--- src/sv/assert_macros.svh ---
// Shared assertion shorthands; the asserting module supplies clk and arst_n.
`ifndef ASSERT_MACROS_SVH
`define ASSERT_MACROS_SVH

// Flag a condition that must never be true.
`define ASSERT_NEVER(label, cond, msg) \
	label: assert property (@(posedge clk) disable iff (!arst_n) !(cond)) \
		else $error(msg);

// Check the consequent in the cycle after the antecedent.
`define ASSERT_NEXT(label, ante, cons, msg) \
	label: assert property (@(posedge clk) disable iff (!arst_n) (ante) |=> (cons)) \
		else $error(msg);

`endif

--- src/sv/jns_pkg.sv ---
package jns_pkg;

	localparam int MANTISSA_WIDTH = 64;
	localparam int EXPONENT_WIDTH = 16;
	localparam int MANT_EXT_W     = MANTISSA_WIDTH + 4;
	localparam int EXP_EXT_W      = EXPONENT_WIDTH + 4;

	localparam int FIFO_DEPTH = 4;
	localparam int FIFO_PTR_W = $clog2(FIFO_DEPTH);
	localparam int FIFO_CNT_W = $clog2(FIFO_DEPTH + 1);

	localparam logic [7:0] CH_ZERO  = 8'h30;
	localparam logic [7:0] CH_NINE  = 8'h39;
	localparam logic [7:0] CH_MINUS = 8'h2D;
	localparam logic [7:0] CH_PLUS  = 8'h2B;
	localparam logic [7:0] CH_LOW_E = 8'h65;
	localparam logic [7:0] CH_UP_E  = 8'h45;
	localparam logic [7:0] CH_DOT   = 8'h2E;

	typedef logic [3:0] cls_t;

	localparam cls_t CL_ZERO      = 4'd0;
	localparam cls_t CL_DIGIT_MAX = 4'd9;
	localparam cls_t CL_MINUS     = 4'd10;
	localparam cls_t CL_PLUS      = 4'd11;
	localparam cls_t CL_E         = 4'd12;
	localparam cls_t CL_DOT       = 4'd13;
	localparam cls_t CL_OTHER     = 4'd14;

	localparam logic STATUS_DONE  = 1'b0;
	localparam logic STATUS_ERROR = 1'b1;

	typedef enum logic [3:0] {
		ST_IDLE,
		ST_START,
		ST_ZERO,
		ST_INT,
		ST_POINT,
		ST_FRAC,
		ST_EXP,
		ST_EXPSIGN,
		ST_EXPDIG
	} scan_state_t;

	typedef struct packed {
		logic [7:0] char_in;
		logic       first;
	} item_t;

	typedef struct packed {
		logic first;
		cls_t cls;
	} mid_item_t;

	typedef struct packed {
		logic        status;
		logic        negative;
		logic [63:0] mantissa;
		logic [7:0]  frac_digits;
		logic        exp_negative;
		logic [15:0] exponent;
		logic        overflow;
	} result_t;

	typedef struct packed {
		logic emit_num;
		logic emit_err;
		logic acc_mant;
		logic acc_exp;
		logic inc_frac;
		logic set_sign;
		logic set_exp_sign;
	} action_t;

	function automatic cls_t classify(input logic [7:0] c);
		cls_t cl;
		logic [7:0] diff;
		diff = c - CH_ZERO;
		if (c >= CH_ZERO && c <= CH_NINE) begin
			cl = diff[3:0];
		end else if (c == CH_MINUS) begin
			cl = CL_MINUS;
		end else if (c == CH_PLUS) begin
			cl = CL_PLUS;
		end else if (c == CH_LOW_E || c == CH_UP_E) begin
			cl = CL_E;
		end else if (c == CH_DOT) begin
			cl = CL_DOT;
		end else begin
			cl = CL_OTHER;
		end
		return cl;
	endfunction

endpackage

--- src/sv/jns_front.sv ---
`include "assert_macros.svh"

module jns_front import jns_pkg::*; (
	input  logic      clk,
	input  logic      arst_n,
	input  logic      push,
	output logic      full,
	input  item_t     item,
	output logic      fwd_valid,
	input  logic      fwd_ready,
	output mid_item_t fwd_item
);

	logic      valid_s1;
	mid_item_t item_s1;
	logic      accept;

	assign full      = valid_s1 && !fwd_ready;
	assign accept    = push && !full;
	assign fwd_valid = valid_s1;
	assign fwd_item  = item_s1;

	always_ff @(posedge clk or negedge arst_n) begin
		if (!arst_n) begin
			valid_s1 <= 1'b0;
		end else if (accept) begin
			valid_s1 <= 1'b1;
		end else if (fwd_ready) begin
			valid_s1 <= 1'b0;
		end
	end

	always_ff @(posedge clk) begin
		if (accept) begin
			item_s1.first <= item.first;
			item_s1.cls   <= classify(item.char_in);
		end
	end

	`ASSERT_NEXT(a_hold_word, valid_s1 && !fwd_ready, valid_s1 && $stable(item_s1), "word lost")

endmodule

--- src/sv/jns_fifo.sv ---
`include "assert_macros.svh"

module jns_fifo import jns_pkg::*; (
	input  logic      clk,
	input  logic      arst_n,
	input  logic      push,
	input  mid_item_t wdata,
	output logic      full,
	input  logic      pop,
	output mid_item_t rdata,
	output logic      empty
);

	mid_item_t              mem_q [FIFO_DEPTH];
	logic [FIFO_PTR_W-1:0] wptr_q;
	logic [FIFO_PTR_W-1:0] rptr_q;
	logic [FIFO_CNT_W-1:0] cnt_q;
	logic                  do_push;
	logic                  do_pop;

	assign full    = (cnt_q == FIFO_CNT_W'(FIFO_DEPTH));
	assign empty   = (cnt_q == '0);
	assign do_push = push && !full;
	assign do_pop  = pop && !empty;
	assign rdata   = mem_q[rptr_q];

	always_ff @(posedge clk or negedge arst_n) begin
		if (!arst_n) begin
			wptr_q <= '0;
			rptr_q <= '0;
			cnt_q  <= '0;
		end else begin
			if (do_push) begin
				wptr_q <= wptr_q + FIFO_PTR_W'(1);
			end
			if (do_pop) begin
				rptr_q <= rptr_q + FIFO_PTR_W'(1);
			end
			if (do_push && !do_pop) begin
				cnt_q <= cnt_q + FIFO_CNT_W'(1);
			end else if (do_pop && !do_push) begin
				cnt_q <= cnt_q - FIFO_CNT_W'(1);
			end
		end
	end

	always_ff @(posedge clk) begin
		if (do_push) begin
			mem_q[wptr_q] <= wdata;
		end
	end

	`ASSERT_NEVER(a_pop_when_empty, pop && empty, "pop from empty queue")
	`ASSERT_NEVER(a_count_range, cnt_q > FIFO_CNT_W'(FIFO_DEPTH), "queue count out of range")

endmodule

--- src/sv/jns_back.sv ---
`include "assert_macros.svh"

module jns_back import jns_pkg::*; (
	input  logic      clk,
	input  logic      arst_n,
	input  logic      item_valid,
	input  mid_item_t item,
	output logic      item_pop,
	output logic      empty,
	input  logic      pop,
	output result_t   result
);

	scan_state_t               state_q;
	scan_state_t               state_d;
	scan_state_t               cur_state;
	logic                      sign_q;
	logic [MANTISSA_WIDTH-1:0] mant_q;
	logic [7:0]                frac_q;
	logic                      exp_sign_q;
	logic [EXPONENT_WIDTH-1:0] exp_q;
	logic                      sat_q;

	logic                      base_sign;
	logic [MANTISSA_WIDTH-1:0] base_mant;
	logic [7:0]                base_frac;
	logic                      base_exp_sign;
	logic [EXPONENT_WIDTH-1:0] base_exp;
	logic                      base_sat;

	logic                      is_digit;
	logic                      start_minus;
	action_t                   act;

	logic [MANT_EXT_W-1:0]     mant_ext;
	logic [MANT_EXT_W-1:0]     mant_prod;
	logic                      mant_ovf;
	logic [MANTISSA_WIDTH-1:0] mant_new;
	logic [EXP_EXT_W-1:0]      exp_ext;
	logic [EXP_EXT_W-1:0]      exp_prod;
	logic                      exp_ovf;
	logic [EXPONENT_WIDTH-1:0] exp_new;
	logic                      frac_full;
	logic [31:0]               exp_wide;
	logic                      exp_clamp;

	logic                      emit;
	logic                      go;
	logic                      load;
	result_t                   result_d;
	result_t                   out_q;
	logic                      out_valid_q;

	assign cur_state     = item.first ? ST_START : state_q;
	assign base_sign     = item.first ? 1'b0 : sign_q;
	assign base_mant     = item.first ? '0 : mant_q;
	assign base_frac     = item.first ? '0 : frac_q;
	assign base_exp_sign = item.first ? 1'b0 : exp_sign_q;
	assign base_exp      = item.first ? '0 : exp_q;
	assign base_sat      = item.first ? 1'b0 : sat_q;

	assign is_digit    = (item.cls <= CL_DIGIT_MAX);
	assign start_minus = item.first && (item.cls == CL_MINUS);

	always_comb begin : next_state
		state_d = cur_state;
		if (start_minus) begin
			state_d = ST_START;
		end else begin
			case (cur_state)
				ST_START: begin
					if (!is_digit) begin
						state_d = ST_IDLE;
					end else if (item.cls == CL_ZERO) begin
						state_d = ST_ZERO;
					end else begin
						state_d = ST_INT;
					end
				end
				ST_ZERO, ST_INT: begin
					if (is_digit) begin
						state_d = (cur_state == ST_ZERO) ? ST_IDLE : ST_INT;
					end else if (item.cls == CL_E) begin
						state_d = ST_EXP;
					end else if (item.cls == CL_DOT) begin
						state_d = ST_POINT;
					end else begin
						state_d = ST_IDLE;
					end
				end
				ST_POINT, ST_FRAC: begin
					if (is_digit) begin
						state_d = ST_FRAC;
					end else if (cur_state == ST_FRAC && item.cls == CL_E) begin
						state_d = ST_EXP;
					end else begin
						state_d = ST_IDLE;
					end
				end
				ST_EXP, ST_EXPSIGN, ST_EXPDIG: begin
					if (is_digit) begin
						state_d = ST_EXPDIG;
					end else if (cur_state == ST_EXP &&
						(item.cls == CL_MINUS || item.cls == CL_PLUS)) begin
						state_d = ST_EXPSIGN;
					end else begin
						state_d = ST_IDLE;
					end
				end
				default: begin
					state_d = ST_IDLE;
				end
			endcase
		end
	end

	always_comb begin : actions
		act = '0;
		if (start_minus) begin
			act.set_sign = 1'b1;
		end else begin
			case (cur_state)
				ST_START: begin
					if (!is_digit) begin
						act.emit_err = 1'b1;
					end else if (item.cls != CL_ZERO) begin
						act.acc_mant = 1'b1;
					end
				end
				ST_ZERO, ST_INT: begin
					if (is_digit) begin
						if (cur_state == ST_ZERO) begin
							act.emit_err = 1'b1;
						end else begin
							act.acc_mant = 1'b1;
						end
					end else if (item.cls == CL_OTHER) begin
						act.emit_num = 1'b1;
					end else if (item.cls != CL_E && item.cls != CL_DOT) begin
						act.emit_err = 1'b1;
					end
				end
				ST_POINT, ST_FRAC: begin
					if (is_digit) begin
						act.acc_mant = 1'b1;
						act.inc_frac = 1'b1;
					end else if (cur_state == ST_FRAC && item.cls == CL_OTHER) begin
						act.emit_num = 1'b1;
					end else if (!(cur_state == ST_FRAC && item.cls == CL_E)) begin
						act.emit_err = 1'b1;
					end
				end
				ST_EXP, ST_EXPSIGN, ST_EXPDIG: begin
					if (is_digit) begin
						act.acc_exp = 1'b1;
					end else if (cur_state == ST_EXP &&
						(item.cls == CL_MINUS || item.cls == CL_PLUS)) begin
						act.set_exp_sign = 1'b1;
					end else if (cur_state == ST_EXPDIG && item.cls == CL_OTHER) begin
						act.emit_num = 1'b1;
					end else begin
						act.emit_err = 1'b1;
					end
				end
				default: begin
					act = '0;
				end
			endcase
		end
	end

	// times ten plus digit; any carry past the field width saturates
	assign mant_ext  = {4'b0, base_mant};
	assign mant_prod = (mant_ext << 3) + (mant_ext << 1) + MANT_EXT_W'(item.cls);
	assign mant_ovf  = (mant_prod[MANT_EXT_W-1:MANTISSA_WIDTH] != '0);
	assign mant_new  = mant_ovf ? '1 : mant_prod[MANTISSA_WIDTH-1:0];

	assign exp_ext  = {4'b0, base_exp};
	assign exp_prod = (exp_ext << 3) + (exp_ext << 1) + EXP_EXT_W'(item.cls);
	assign exp_ovf  = (exp_prod[EXP_EXT_W-1:EXPONENT_WIDTH] != '0);
	assign exp_new  = exp_ovf ? '1 : exp_prod[EXPONENT_WIDTH-1:0];

	assign frac_full = (base_frac == 8'hFF);
	assign exp_wide  = 32'(base_exp);
	assign exp_clamp = (exp_wide > 32'h0000_FFFF);

	always_comb begin
		result_d = '0;
		if (act.emit_err) begin
			result_d.status   = STATUS_ERROR;
			result_d.negative = base_sign;
		end else begin
			result_d.status       = STATUS_DONE;
			result_d.negative     = base_sign;
			result_d.mantissa     = 64'(base_mant);
			result_d.frac_digits  = base_frac;
			result_d.exp_negative = base_exp_sign;
			result_d.exponent     = exp_clamp ? 16'hFFFF : exp_wide[15:0];
			result_d.overflow     = base_sat || exp_clamp;
		end
	end

	assign emit     = act.emit_num || act.emit_err;
	assign go       = item_valid && (!emit || !out_valid_q || pop);
	assign load     = go && emit;
	assign item_pop = go;
	assign empty    = !out_valid_q;
	assign result   = out_q;

	always_ff @(posedge clk or negedge arst_n) begin
		if (!arst_n) begin
			state_q     <= ST_IDLE;
			sign_q      <= 1'b0;
			mant_q      <= '0;
			frac_q      <= '0;
			exp_sign_q  <= 1'b0;
			exp_q       <= '0;
			sat_q       <= 1'b0;
			out_valid_q <= 1'b0;
		end else begin
			if (go) begin
				state_q    <= state_d;
				sign_q     <= act.set_sign ? 1'b1 : base_sign;
				mant_q     <= act.acc_mant ? mant_new : base_mant;
				frac_q     <= (act.inc_frac && !frac_full) ? base_frac + 8'd1 : base_frac;
				exp_sign_q <= act.set_exp_sign ? (item.cls == CL_MINUS) : base_exp_sign;
				exp_q      <= act.acc_exp ? exp_new : base_exp;
				sat_q      <= base_sat || (act.acc_mant && mant_ovf) ||
					(act.acc_exp && exp_ovf) || (act.inc_frac && frac_full);
			end
			if (load) begin
				out_valid_q <= 1'b1;
			end else if (pop) begin
				out_valid_q <= 1'b0;
			end
		end
	end

	always_ff @(posedge clk) begin
		if (load) begin
			out_q <= result_d;
		end
	end

	`ASSERT_NEVER(a_no_overwrite, load && out_valid_q && !pop, "waiting result overwritten")
	`ASSERT_NEXT(a_idle_after_result, load, state_q == ST_IDLE, "scanner not idle after result")

endmodule

--- src/sv/json_number_scanner_top.sv ---
// JSON number scanner: one character word per cycle unless a full queue or a waiting result stalls it.
// A token's result reaches the result side after its ending word is accepted, passing the
// front classify register, the four-entry queue and the back result register in turn.
// Throughput: 1 word per cycle while no unpopped result stalls the back, whose times-ten update is combinational.
// Reset (arst_n low, asynchronous): scanner idle, front stage, queue and result register empty.
module json_number_scanner_top import jns_pkg::*; (
	input  logic    clk,
	input  logic    arst_n,
	input  logic    push,
	output logic    full,
	input  item_t   item,
	output logic    empty,
	input  logic    pop,
	output result_t result
);

	logic      fwd_valid;
	logic      fwd_ready;
	mid_item_t fwd_item;
	logic      q_full;
	logic      q_empty;
	mid_item_t q_item;
	logic      q_pop;

	assign fwd_ready = !q_full;

	jns_front u_front (
		.clk       (clk),
		.arst_n    (arst_n),
		.push      (push),
		.full      (full),
		.item      (item),
		.fwd_valid (fwd_valid),
		.fwd_ready (fwd_ready),
		.fwd_item  (fwd_item)
	);

	jns_fifo u_fifo (
		.clk    (clk),
		.arst_n (arst_n),
		.push   (fwd_valid),
		.wdata  (fwd_item),
		.full   (q_full),
		.pop    (q_pop),
		.rdata  (q_item),
		.empty  (q_empty)
	);

	jns_back u_back (
		.clk        (clk),
		.arst_n     (arst_n),
		.item_valid (!q_empty),
		.item       (q_item),
		.item_pop   (q_pop),
		.empty      (empty),
		.pop        (pop),
		.result     (result)
	);

endmodule
--- config.mk ---
export PLATFORM = sky130hd
export DESIGN_NAME = json_number_scanner_top
export DESIGN_NICKNAME = d
export VERILOG_FILES = /design/src/sv/jns_pkg.sv /design/src/sv/jns_front.sv /design/src/sv/jns_fifo.sv /design/src/sv/jns_back.sv /design/src/sv/json_number_scanner_top.sv
export VERILOG_INCLUDE_DIRS = /design/src /design/src/sv
export SDC_FILE = /design/constraint.sdc
export NUM_CORES = 1
export LEC_CHECK = 0
export BUFFER_PORTS_ARGS = -buffer_cell sky130_fd_sc_hd__buf_2
export CAP_MARGIN = 30
export CORE_MARGIN = 4
export CORE_UTILIZATION = 50
export DETAILED_ROUTE_END_ITERATION = 6
export GPL_ROUTABILITY_DRIVEN = 0
export GPL_TIMING_DRIVEN = 0
export PLACE_DENSITY = 0.79
export SYNTH_ARGS = -nofsm -noshare
export SYNTH_HDL_FRONTEND = slang
export SYNTH_SLANG_ARGS = --single-unit
--- constraint.sdc ---
create_clock -name clk -period 9.2 [get_ports clk]
set_input_delay 0.92 -clock clk [delete_from_list [all_inputs] [get_ports clk]]
set_output_delay 0.92 -clock clk [all_outputs]
set_load 0.05 [all_outputs]
* Word level (Yosys, flattened, before mapping) *
Memories as Yosys holds them, arrays and structs flattened.
Index checks and enable logic that the tools add are counted.

word-level totals
  bits in registers = 201
  bits in latches = 0
  bits in writable memories = 20
  ROM bits = 0
  bits of input ports = 13
  output and inout port bits = 94
  word-level logic and storage cells = 177
  memories = 1

memory list
  memory        words  bits a word  read ports  clocked after Yosys merged registers in  write ports  RTL line        text
  u_fifo.mem_q  4      5            1           0                                        1            jns_fifo.sv:14  mid_item_t mem_q [FIFO_DEPTH];

cells by class
  add/sub/neg operators = 10
  multiply operators = 0
  divide/modulo/power cells = 0
  order comparisons = 4
  equality and inequality tests = 23
  shift operators = 0
  mux-type cells = 72
  bitwise logic cells = 0
  reductions and logical operators = 46

operator list
  kind                    count
  $mux W64                3
  $add A67 B65 Y68        1
  $add A68 B4 Y68         1
  $mux W16                4
  $mux W4                 10
  $mux W1                 36
  $eq A4 B4 Y1 const B    6
  $eq A8 B6 Y1 const B    3
  $add A19 B17 Y20        1
  $add A20 B4 Y20         1
  $logic_and A1 B1 Y1     19
  $eq A4 B3 Y1 const B    4
  $eq A8 B7 Y1 const B    2
  $gt A16 B16 Y1 const B  1
  $mux W8                 2
  $pmux W4 S4             1
  $mux W3                 5
  $mux W2                 7
  $reduce_bool A4 Y1      3
  $logic_or A1 B1 Y1      9
  $add A8 B1 Y8 const B   1
  $eq A4 B2 Y1 const B    2
  $eq A8 B8 Y1 const B    1
  $ge A8 B6 Y1 const B    1
  other kinds (19)        31

* Longest topological paths before layout *
Gate-level depths: netlist (run 1).
An unclocked memory read counts as a cell.

  depth in word-level cells = 18
  depth in mapped cells = 22
  depth with buffers taken out = 18

* By module *
A second synthesis (run 1) with hierarchy kept.

unflattened totals
  cells, all modules = 1591
  area, all modules = 15528.6 µm²

by module, submodules not included
  module                   times used  cells each  area each (µm²)
  jns_back                 1           1499        14014.7
  jns_fifo                 1           62          1161.1
  jns_front                1           28          345.3
  json_number_scanner_top  1           2           7.5

* Least setup slack after synthesis (run 1) *
Ideal clock, no wire load.

  path kind = register to register
  from = register u_fifo.rptr_q[0]
  to = register u_back.out_q (netlist bit u_back.result[0]), enable pin
  data arrival time = 6.046 ns
  slack = 2.611 ns
  cell stages (with the launch flop) = 11
  buffers on the path = 3
  path through = dfrtp_1 buf_6 mux4_2 buf_2 o21ai_4 o221ai_2 a21oi_2 o32a_2 inv_2 buf_2 nor2_1

on the way
  longest elaborated chain between the ends = 15
  elaborated cells between the ends (all ways) = 51

RTL lines
  item                                                 RTL line                          text
  start: declaration                                   jns_fifo.sv:16                    logic [FIFO_PTR_W-1:0] rptr_q;
  start signal: assignment                             jns_fifo.sv:37                    rptr_q <= rptr_q + FIFO_PTR_W'(1);
  $mem_v2 Z4 W5 *                                      -
  $mux W4                                              jns_back.sv:54                    assign cur_state = item.first ? ST_START : state_q;
  $eq A4 B4 Y1 / $eq A4 B3 Y1 (equally long branches)  -
  $logic_and A1 B1 Y1, on equally long branches        jns_back.sv:159, jns_back.sv:149
  $mux W1, on equally long branches                    jns_back.sv:159, jns_back.sv:149
  $mux W2 / $mux W1 (equally long branches)            jns_back.sv:156, jns_back.sv:147
  $mux W2, on equally long branches                    jns_back.sv:154, jns_back.sv:144
  $pmux W1 S4 / $pmux W1 S3 (equally long branches)    jns_back.sv:122                   case (cur_state)
  $mux W5 *                                            jns_back.sv:119                   if (start_minus) begin
  $logic_or A1 B1 Y1 *                                 jns_back.sv:203                   assign emit = act.emit_num || act.emit_err;
  $logic_not A1 Y1                                     jns_back.sv:204                   assign go = item_valid && (!emit || !out_valid_q || pop);
  $logic_or A1 B1 Y1 (2 in a row)                      jns_back.sv:204
  $logic_and A1 B1 Y1                                  jns_back.sv:204
  $logic_and A1 B1 Y1 *                                jns_back.sv:205                   assign load = go && emit;
  via u_back.load                                      jns_back.sv:49                    logic load;
  end signal: assignment                               jns_back.sv:241                   out_q <= result_d;
  end: declaration                                     jns_back.sv:51                    result_t out_q;

Mark *: on every way through the listed nets, which the timed path passes. The rest lies on a longest branch.
A chain may end at the register's enable or synchronous reset.

* Final worst setup path (run 1) *
  from = register u_fifo.rptr_q[0]
  to = register u_back.mant_q[20]

on the way
  elaborated cells between the ends (all ways) = 63

RTL lines
  item                     RTL line         text
  $mem_v2 Z4 W5 *          -
  $mux W64 *               jns_back.sv:56   assign base_mant = item.first ? '0 : mant_q;
  via u_back.base_mant[2]  jns_back.sv:25   logic [MANTISSA_WIDTH-1:0] base_mant;
  $add A67 B65 Y68 *       jns_back.sv:174  assign mant_prod = (mant_ext << 3) + (mant_ext << 1) + MANT_EXT_W'(item.cls);
  $add A68 B4 Y68 *        jns_back.sv:174
  $reduce_bool A4 Y1       jns_back.sv:175  assign mant_ovf = (mant_prod[MANT_EXT_W-1:MANTISSA_WIDTH] != '0);
  $mux W64 *               jns_back.sv:176  assign mant_new = mant_ovf ? '1 : mant_prod[MANTISSA_WIDTH-1:0];
  $mux W64 *               jns_back.sv:224  mant_q <= act.acc_mant ? mant_new : base_mant;
  end signal: assignment   jns_back.sv:224
  end: declaration         jns_back.sv:18   logic [MANTISSA_WIDTH-1:0] mant_q;

Marks and branches as above.

==> flow_summary.json, run 1 <==
{
  "drv_slew": 0,
  "startpoint_type": "register",
  "hold_buffers": 0,
  "p_int_uw": 3290,
  "routed_via_density": 6.23,
  "rsz0062_at_grt": "false",
  "ys_seq_elements": 221,
  "nNetsFinal": 1898,
  "syn-instance-count": 1581,
  "syn-num-nets": 1763,
  "grt_pass1_wl_mm": 65.2,
  "synth_edf_count": 117,
  "cts_tree": "done",
  "synth_area_leaders": "edfxtp_1, dfrtp_1, ha_1, a21oi_1, nor2b_1",
  "initial_core_util_pct": 50.8,
  "ir_drop_mv": 0.262,
  "worst-path-buf-inv": 7,
  "cp_slowest_cell": "clkbuf_1",
  "std_cell_rows": 64,
  "post_cts_buffers": 0,
  "arrival_ns": 7.55,
  "place.port_buffers": 105,
  "status": "finished, final reports clean",
  "finalClockSkew_ns": 0.0111,
  "cp_data_required_time_ns": 9.59,
  "critPathTopFamily": "buffers and inverters",
  "synth-async-reset-ratio_pct": 47.1,
  "route.detailed.drc": 0,
  "clk_path_buf_depth": 3,
  "crit_top_cell": "clkbuf_1",
  "cts_root_buf": "clkbuf_16",
  "ctsResizeCount": 0,
  "path_class": "reg2reg",
  "drt_first_iter_violations": 1286,
  "ys_dominant_reg_cell": "edfxtp_1",
  "grt_overflow": 0,
  "tightest_slew_ns": 0.934,
  "power.switching_uw": 3330,
  "path_cells": "buf_6 -> mux4_2 -> clkbuf_1 -> clkbuf_1 -> clkbuf_1 -> nor2b_1 -> ha_1 -> inv_1 -> fa_1 -> nand2b_1 -> a21oi_1 -> a211oi_2 -> a31oi_1 -> nand3_1 -> a2111oi_2 -> o211ai_1 -> nand3_1 -> and2_1 -> clkbuf_1 -> buf_2 -> a31oi_1",
  "p_leak_uw": 0.00802,
  "drt-total-wl_mm": 40.9,
  "antenna_cells": 0,
  "grt_max_degree": 68,
  "die_w_microns": 185,
  "numCtsBuffers": 24,
  "vias": 13300,
  "wl_met2_mm": 18.5,
  "antenna_found_initial": 0,
  "top_layer_used": "met4",
  "h-tree-depth": 1,
  "synth_top_area_share_pct": 22.5,
  "setup_viol": 0,
  "yosysTopAreaCell": "edfxtp_1",
  "dp_hpwl_mm": 30.7,
  "period_minus_slack_ns": 7.15,
  "insertion_delay_ns": 0.54,
  "synth_area_sq_mm": 0.0156,
  "ys_warn_count": 0,
  "p_seq_share_pct": 26.5,
  "nFillCells": 2631,
  "dieArea_sq_mm": 0.0341,
  "final_util_pct": 57.3,
  "hp-class": "in2async",
  "wire_per_inst_microns": 19.2,
  "fp.dieH_microns": 185,
  "synth-seq-area-share_pct": 39.2,
  "areaGrowthSynthToFinish_pct": 12.6,
  "grt_pass1_vias": 12700,
  "avgSynthCellArea_sq_um": 9.86,
  "core_area_sq_mm": 0.0307,
  "gr-usage-all-layers_pct": 23.4,
  "drive_above_1_share_pct": 12.7,
  "sw_frac_of_total_pct": 50.3,
  "timing.fmax_mhz": 140,
  "finalHoldViolCount": 0,
  "p_per_area_mw_per_mm2": 377,
  "pwr-share-comb_pct": 57.7,
  "slowest_delay_ns": 0.76,
  "drtPass1Iterations": 5,
  "final_antenna_net_count": 0,
  "pwr-share-clk_pct": 15.8,
  "clk_pin_slew_ns": 0.06,
  "drt-met1-wl_mm": 17.6,
  "period_share_pct": 77.8,
  "slew_headroom_pct": 37.7,
  "ys_types": 94,
  "met3_length_mm": 3.31,
  "end_kind": "register",
  "fin_setup_tns_ns": 0,
  "finalPower_uw": 6620,
  "drv_cap": 0,
  "cts_num_sinks": 221,
  "pin_count": 107,
  "cp_max_fo": 10
}
area by class of cell:
class | instances | area [sq um] | area share (%)
Multi-Input combinational cell | 1240 | 8950 | 51.0
Sequential cell | 221 | 6120 | 34.8
Clock buffer | 28 | 636 | 3.62
Timing Repair Buffer | 109 | 607 | 3.46
Tap cell | 396 | 495 | 2.82
Buffer | 84 | 394 | 2.24
Clock inverter | 16 | 226 | 1.29
Inverter | 36 | 135 | 0.769
through the flow:
step | instances | cell area [sq um] | setup slack (ns) | hold slack (ns)
floorplan | 1581 | 15600 | 2.61 | 0.442
CTS | 2130 | 17600 | 2.28 | 0.371
detailed placement | 2086 | 16700 | 2.36 | 0.467
global route | 2130 | 17600 | 1.89 | 0.392
global placement | 2082 | 16600 | 0.741 | 0.457
finish | 2130 | 17600 | 2.05 | 0.365
worst register-to-register path, stage by stage (launching register included):
cell and delay, ns:
dfrtp_1 0.38, buf_6 0.15, mux4_2 0.50, clkbuf_1 0.51, clkbuf_1 0.76, clkbuf_1 0.74, nor2b_1 0.16, ha_1 0.37
inv_1 0.07, fa_1 0.46, nand2b_1 0.16, a21oi_1 0.30, a211oi_2 0.20, a31oi_1 0.34, nand3_1 0.22, a2111oi_2 0.52
o211ai_1 0.14, nand3_1 0.20, and2_1 0.16, clkbuf_1 0.23, buf_2 0.31, a31oi_1 0.15
final timing paths:
kind / start / to / slack [ns] / cells after the start
max: u_fifo.rptr_q[0] / u_back.mant_q[20] / 2.05 / 21
min in group clk: u_back.sign_q / u_back.sign_q / 0.48 / 2
max in group asynchronous: arst_n / u_back.mant_q[41] / 8.08 / 2
min reg2reg: u_back.sign_q / u_back.sign_q / 0.48 / 2
min: arst_n / u_fifo.wptr_q[1] / 0.36 / 1
max reg2reg: u_fifo.rptr_q[0] / u_back.mant_q[20] / 2.05 / 21
logic make-up after synthesis:
family / after synthesis / share of synthesized area (%)
AO/OA/AOI/OAI: 457 / 19.8
XOR/XNOR: 73 / 4.10
adder cells (fa/ha/maj): 169 / 13.8
buffers and inverters: 120 / 3.39
flip-flops: 221 / 39.2
multiplexers: 15 / 1.38
AND/OR/NAND/NOR: 526 / 18.4
registers in the layout, summed over array words and instances, names as in the netlist:
register,flops
u_back.result,92
u_back.mant_q,64
u_fifo.mem_q,20
u_back.exp_q,16
u_back.frac_q,8
u_front.fwd_item,5
u_back.state_q,4
u_fifo.cnt_q,3
u_fifo.rptr_q,2
u_fifo.wptr_q,2
u_back.exp_sign_q,1
u_back.out_valid_q,1
u_back.sat_q,1
u_back.sign_q,1
u_front.fwd_valid,1
synthesized netlist by cell type, types with 4 or more instances:
cell      number
ha_1         165
a21oi_1      137
edfxtp_1     117
dfrtp_1      104
nor2b_1       94
and2_1        93
nor2_1        93
nand2_1       89
o21ai_0       89
clkbuf_1      51
xnor2_1       49
a221o_1       42
inv_1         34
a31oi_1       32
nand4_1       31
a21o_1        29
nand3_1       26
xor2_1        24
buf_2         23
nor3_1        22
o21a_1        19
o21bai_1      16
nand2b_1      14
o31ai_1       13
a211o_1       10
or3_1         10
and3_1         9
nor4_1         9
mux2i_1        8
o211ai_1       8
a211oi_1       7
and4_1         5
buf_6          5
mux4_2         5
o221ai_1       5
a21boi_0       4
a21oi_2        4
fa_1           4
nand3b_1       4
placed cells by master, fill, tap and decap left out, drive strengths merged, types with 10 or more instances in the layout:
| cell | synthesis | routed |
|---|---|---|
| a211o | 10 | 10 |
| a21o | 29 | 29 |
| a21oi | 141 | 141 |
| a221o | 42 | 42 |
| a31oi | 33 | 33 |
| and2 | 93 | 93 |
| buf | 32 | 141 |
| clkbuf | 52 | 80 |
| dfrtp | 104 | 104 |
| edfxtp | 117 | 117 |
| ha | 165 | 165 |
| inv | 36 | 36 |
| nand2 | 90 | 90 |
| nand2b | 14 | 14 |
| nand3 | 26 | 26 |
| nand4 | 31 | 31 |
| nor2 | 94 | 94 |
| nor2b | 94 | 94 |
| nor3 | 23 | 23 |
| nor4 | 10 | 10 |
| o21a | 19 | 19 |
| o21ai | 94 | 94 |
| o21bai | 16 | 16 |
| o31ai | 13 | 13 |
| or3 | 10 | 10 |
| xnor2 | 49 | 49 |
| xor2 | 24 | 24 |
power groups by stage:
stage / logic (uW) / clock network, uW / registers, uW
global route: 4110 / 1110 / 1800
floorplan: 1960 / 0 / 2550
detailed placement: 3780 / 0 / 1770
CTS: 3800 / 1060 / 1760
finish: 3820 / 1040 / 1760
global placement: 3570 / 0 / 1810
per-layer routing:
layer,vias to the layer above,GRT usage (%)
li1,6174,-
met2,586,37.9
met4,0,8.67
met3,100,3.16
met5,-,0
met1,6408,32.3
Note: power is estimated with default switching activity, not from simulation.
==> run 2, diff against run 1 <==
==> constraint.sdc (replaced) <==
create_clock -name clk -period 6.8 [get_ports clk]
set_input_delay 0.68 -clock clk [delete_from_list [all_inputs] [get_ports clk]]
set_output_delay 0.68 -clock clk [all_outputs]
set_load 0.05 [all_outputs]
==> run 2 against run 1 <==
The run now ends with DRC left; sequential power grew 35%; global-route usage is the same; cell area is essentially flat; worst setup slack lost 1.8 ns; clock power grew 36%; register-to-register slack lost 1.8 ns; sequential share of layout area is essentially flat; critical path depth is the same; cell count is the same; utilization is essentially flat; total power grew 35%; sequential cell count is the same; largest cell class unchanged; largest power group unchanged.
==> flow_summary.json, run 2 (same netlist as run 1, synthesis figures left out) <==
{
  "status": "complete, but fails checks",
  "violations": "DRC",
  "whs_ns": 0.122,
  "clk_pin_slew_ns": 0.06,
  "vias": 13300,
  "pre_cts_ws_ns": -0.0441,
  "pin_count": 107,
  "setup_ws_ns": 0.213,
  "drt_first_iter_violations": 1285,
  "setup_viol": 0,
  "fp.dieH_microns": 185,
  "clk_path_buf_depth": 3,
  "std_cell_rows": 64,
  "dieArea_sq_mm": 0.0341,
  "arrival_ns": 6.98,
  "layout_common_cells": "ha_1, a21oi_1, buf_2",
  "hp-class": "in2async",
  "grt_overflow": 0,
  "cp_data_required_time_ns": 7.19,
  "drt-total-wl_mm": 41.0,
  "period_minus_slack_ns": 6.59,
  "rsz0062_at_grt": "false",
  "finalPower_uw": 8960,
  "route.detailed.drc": 13,
  "grt_pass1_wl_mm": 65.2,
  "insertion_delay_ns": 0.54,
  "cp_max_fo": 10,
  "antenna_found_initial": 0,
  "grt_max_degree": 68,
  "p_per_area_mw_per_mm2": 510,
  "wire_per_inst_microns": 19.2,
  "cts_root_buf": "clkbuf_16",
  "nFillCells": 2631,
  "numCtsBuffers": 24,
  "cts_num_sinks": 221,
  "dp_cells": 2086,
  "p_leak_uw": 0.00803,
  "drv_cap": 0,
  "tightest_slew_ns": 0.845,
  "place.port_buffers": 105,
  "fin_cells": 2130,
  "routed_via_density": 6.23,
  "startpoint_type": "register",
  "dp_hpwl_mm": 30.7,
  "die_w_microns": 185,
  "largest_reg_flops": 92,
  "ir_drop_mv": 0.355,
  "cts_tree": "done",
  "finalHoldViolCount": 0,
  "timing.fmax_mhz": 152,
  "areaGrowthSynthToFinish_pct": 12.7,
  "antenna_cells": 0,
  "layout_commonest_cell": "ha_1",
  "drv_slew": 0,
  "final_antenna_net_count": 0,
  "initial_core_util_pct": 50.8,
  "path_class": "reg2reg",
  "drtPass1Iterations": 7,
  "h-tree-depth": 1,
  "gr-usage-all-layers_pct": 23.4,
  "end_kind": "register",
  "nNetsFinal": 1898,
  "grt_pass1_vias": 12700,
  "core_area_sq_mm": 0.0307,
  "slew_headroom_pct": 42.2,
  "period_share_pct": 96.9,
  "drive_above_1_share_pct": 12.9,
  "finalClockSkew_ns": 0.0103
}
==> run 2: cell counts in the layout (fill, tap and decap cells not counted) <==
No cell type changed its count.
==> run 2: routing by layer <==
layer  share of wire, %  GRT usage, %  wire, microns
met1                 43          32.3          17600
met2                 45          37.9          18500
met3                8.3          3.16           3410
met4                3.6          8.67           1470
met5                  0             0              0
==> run 2: cell type report <==
cell class,instances,area [sq um],share of cell area [%]
plain buffers,84,399,2.27
clock buffers,28,636,3.62
clock inverters,16,226,1.29
inverters,36,135,0.769
multi-input cells,1240,8950,51.0
flip-flops and latches,221,6120,34.8
well taps,396,495,2.82
repair buffers,109,607,3.45
==> run 2: final timing paths <==
| kind | from | depth (start not counted) | to | slack [ns] |
|---|---|---|---|---|
| worst max-delay path | u_fifo.rptr_q[0] | 21 | u_back.mant_q[20] | 0.21 |
| worst min-delay path | arst_n | 1 | u_fifo.wptr_q[1] | 0.12 |
| max in group asynchronous | arst_n | 2 | u_back.mant_q[41] | 5.92 |
| worst min register to register | u_back.sign_q | 2 | u_back.sign_q | 0.48 |
| worst max register to register | u_fifo.rptr_q[0] | 21 | u_back.mant_q[20] | 0.21 |
| min in group clk | item[0] | 1 | u_front.fwd_item[4] | 0.33 |
==> run 2: worst max-delay path: stages (launching register included) <==
cell      delay, ns
dfrtp_1        0.38
buf_6          0.15
mux4_2         0.49
clkbuf_1       0.52
clkbuf_2       0.48
clkbuf_1       0.64
nor2b_1        0.24
ha_1           0.36
ha_1           0.28
clkbuf_1       0.33
nand2_1        0.09
o21a_1         0.21
o221ai_1       0.31
a211o_1        0.20
a21oi_2        0.12
o41ai_2        0.38
xnor2_1        0.17
and4_4         0.27
and2_1         0.13
clkbuf_1       0.23
buf_2          0.31
a31oi_1        0.14
==> run 2: report_power, final <==
group          total [uW]  internal [uW]  switching [uW]
clock                1410            862             548
combinational        5180           1440            3740
sequential           2380           2150             222
total                8960           4460            4510
==> run 2: what timing repair did <==
action                                  CTS  global route
setup buffers                             0             0
hold endpoints to repair                  0             0
hold buffers                              0             0
resized for setup                         2             4
endpoints found under the setup margin   20            32
==> run 2: through the flow <==
stage / TNS (ns) / area, sq um / util [%]
after floorplan: 0 / 15600 / -
after global placement: -151.71 / 16600 / 54.2
after detailed placement: -0.347 / 16700 / 54.5
after CTS: 0 / 17600 / 57.3
after global routing: 0 / 17600 / 57.3
final: 0 / 17600 / 57.3
==> run 3, diff against run 2 <==
--- a/config.mk
+++ b/config.mk
@@ -13,7 +13,7 @@
 export DETAILED_ROUTE_END_ITERATION = 6
 export GPL_ROUTABILITY_DRIVEN = 0
 export GPL_TIMING_DRIVEN = 0
-export PLACE_DENSITY = 0.79
+export PLACE_DENSITY = 0.82
 export SYNTH_ARGS = -nofsm -noshare
 export SYNTH_HDL_FRONTEND = slang
 export SYNTH_SLANG_ARGS = --single-unit
==> constraint.sdc (replaced) <==
create_clock -name clk -period 5.5 [get_ports clk]
set_input_delay 0.55 -clock clk [delete_from_list [all_inputs] [get_ports clk]]
set_output_delay 0.55 -clock clk [all_outputs]
set_load 0.05 [all_outputs]
==> run 3 against run 2 <==
Sequential share of layout area down 0.19 points; sequential power up 24%; largest power group unchanged; the flow finishes with violations (hold timing); hold slack worse by 0.13 ns.
==> flow_summary.json, run 3 (same netlist as run 1, synthesis figures left out) <==
{
  "setup_viol": 0,
  "clk_pin_slew_ns": 0.06,
  "drt_first_iter_violations": 1175,
  "numCtsBuffers": 24,
  "pin_count": 107,
  "cp_data_required_time_ns": 5.90,
  "cp_max_fo": 10,
  "setup_ws_ns": 0.147,
  "cts_num_sinks": 221,
  "place.port_buffers": 105,
  "arrival_ns": 5.75,
  "cts_root_buf": "clkbuf_16",
  "nFillCells": 2584,
  "drtPass1Iterations": 7,
  "insertion_delay_ns": 0.53,
  "r2r_setup_slack_ns": 0.15,
  "pre_cts_ws_ns": -1.42,
  "p_per_area_mw_per_mm2": 618,
  "whs_ns": -0.0114,
  "vias": 13100,
  "drv_cap": 0,
  "fin_setup_tns_ns": 0,
  "p_leak_uw": 0.00806,
  "placed_area_sq_mm": 0.0167,
  "initial_core_util_pct": 50.8,
  "timing.rr.end": "u_back.mant_q[48]",
  "r2r-start": "u_fifo.rptr_q[0]",
  "clk_path_buf_depth": 3,
  "dp_hpwl_mm": 30.7,
  "status": "complete, but fails checks",
  "path_class": "reg2reg",
  "dieArea_sq_mm": 0.0341,
  "startpoint_type": "register",
  "ff2ff_path_depth": 19,
  "grt_pass1_vias": 12700,
  "cts_tree": "done",
  "fp.dieH_microns": 185,
  "std_cell_rows": 64,
  "core_area_sq_mm": 0.0307,
  "gr-usage-all-layers_pct": 23.1,
  "layout_common_cells": "ha_1, a21oi_1, buf_2",
  "finalClockSkew_ns": 0.0212,
  "nNetsFinal": 1895,
  "drv_slew": 0,
  "violations": "hold timing",
  "period_minus_slack_ns": 5.35,
  "h-tree-depth": 1,
  "largest_reg_flops": 92,
  "areaGrowthSynthToFinish_pct": 13.3,
  "antenna_found_initial": 0,
  "route.detailed.drc": 0,
  "stdcell_area_sq_mm": 0.0177,
  "final_antenna_net_count": 0,
  "grt_pass1_wl_mm": 65.0,
  "timing.fmax_mhz": 187,
  "routed_via_density": 6.18,
  "finalPower_uw": 10900,
  "die_w_microns": 185,
  "antenna_cells": 0,
  "layout_commonest_cell": "ha_1",
  "slew_headroom_pct": 28.7,
  "hp-class": "in2async",
  "grt_overflow": 0,
  "tightest_slew_ns": 1.04,
  "end_kind": "register",
  "grt_max_degree": 68,
  "drt-total-wl_mm": 40.7,
  "ir_drop_mv": 0.370,
  "finalHoldViolCount": 4,
  "wire_per_inst_microns": 19.1,
  "period_share_pct": 97.3,
  "drive_above_1_share_pct": 15.6
}
-- run 3: cell count changes in the layout (fill, tap and decap cells not counted), moves of 3 or more --
cell / change
clkbuf_2: -3
bufinv_16: -4
buf_4: +12
clkbuf_1: -16
buf_2: +3
nor2b_2: +22
clkinv_2: +3
inv_6: +3
nor2b_1: -22
-- run 3: where the power goes --
part / internal (uW) / leakage [uW] / switching, uW
Sequential: 2660 / 0.00250 / 278
Combinational: 1830 / 0.00519 / 4620
Clock: 856 / 0.000366 / 675
Total: 5350 / 0.00806 / 5570
-- run 3: per-stage QoR --
stage | utilization, % | std cells | hold WS [ns]
global placement | 54.2 | 2082 | 0.458
floorplan | - | 1581 | 0.254
CTS | 56.9 | 2126 | 0.00376
finish | 57.6 | 2125 | -0.0114
global route | 57.6 | 2125 | 0.0312
detailed placement | 54.5 | 2086 | 0.467
-- run 3: worst max-delay path, cell delays in order, from the launching register on --
cell and delay [ns]:
dfrtp_1 0.35, buf_6 0.16, mux4_2 0.58, buf_4 0.25, buf_2 0.24, nor2b_1 0.26, ha_1 0.30, ha_1 0.39
o21ai_0 0.28, o21bai_1 0.20, a2111oi_4 0.40, o211ai_1 0.20, a21oi_4 0.26, o41ai_2 0.12, xnor2_1 0.21, and4_4 0.29
a21oi_2 0.07, buf_4 0.20, buf_4 0.18, a221o_1 0.27
-- run 3: routing by layer --
| layer | vias up | routed length, microns | GRT usage [%] |
|---|---|---|---|
| met5 | - | 0 | 0 |
| met4 | 0 | 1400 | 7.75 |
| met3 | 108 | 3430 | 3.18 |
| met2 | 629 | 18700 | 37.9 |
| met1 | 6238 | 17100 | 31.9 |
| li1 | 6164 | - | - |
-- run 3: area by class of cell --
class / count / area, sq um / share of cell area [%]
plain buffers: 72 / 369 / 2.09
inverters: 36 / 135 / 0.765
well taps: 396 / 495 / 2.81
clock buffers: 26 / 608 / 3.44
flip-flops and latches: 221 / 6120 / 34.6
clock inverters: 16 / 135 / 0.765
repair buffers: 118 / 674 / 3.82
multi-input cells: 1240 / 9130 / 51.7
-- run 3: how the worst max path moves through the flow --
stage / end / from
4_1_cts: u_back.mant_q[48] / u_fifo.rptr_q[0]
6_report: u_back.mant_q[48] / u_fifo.rptr_q[0]
3_5_place_dp: u_back.mant_q[32] / u_fifo.rptr_q[0]
2_1_floorplan: u_back.mant_q[48] / u_fifo.rptr_q[0]
5_1_grt: u_back.mant_q[48] / u_fifo.rptr_q[0]
3_3_place_gp: u_back.mant_q[19] / u_fifo.rptr_q[0]
-- run 3: timing repair --
action                     4_1_cts  5_1_grt
resized for setup               11       52
pin swaps                        1        8
setup endpoints to repair       81       80
hold buffers                     0        0
setup buffers                    1        8
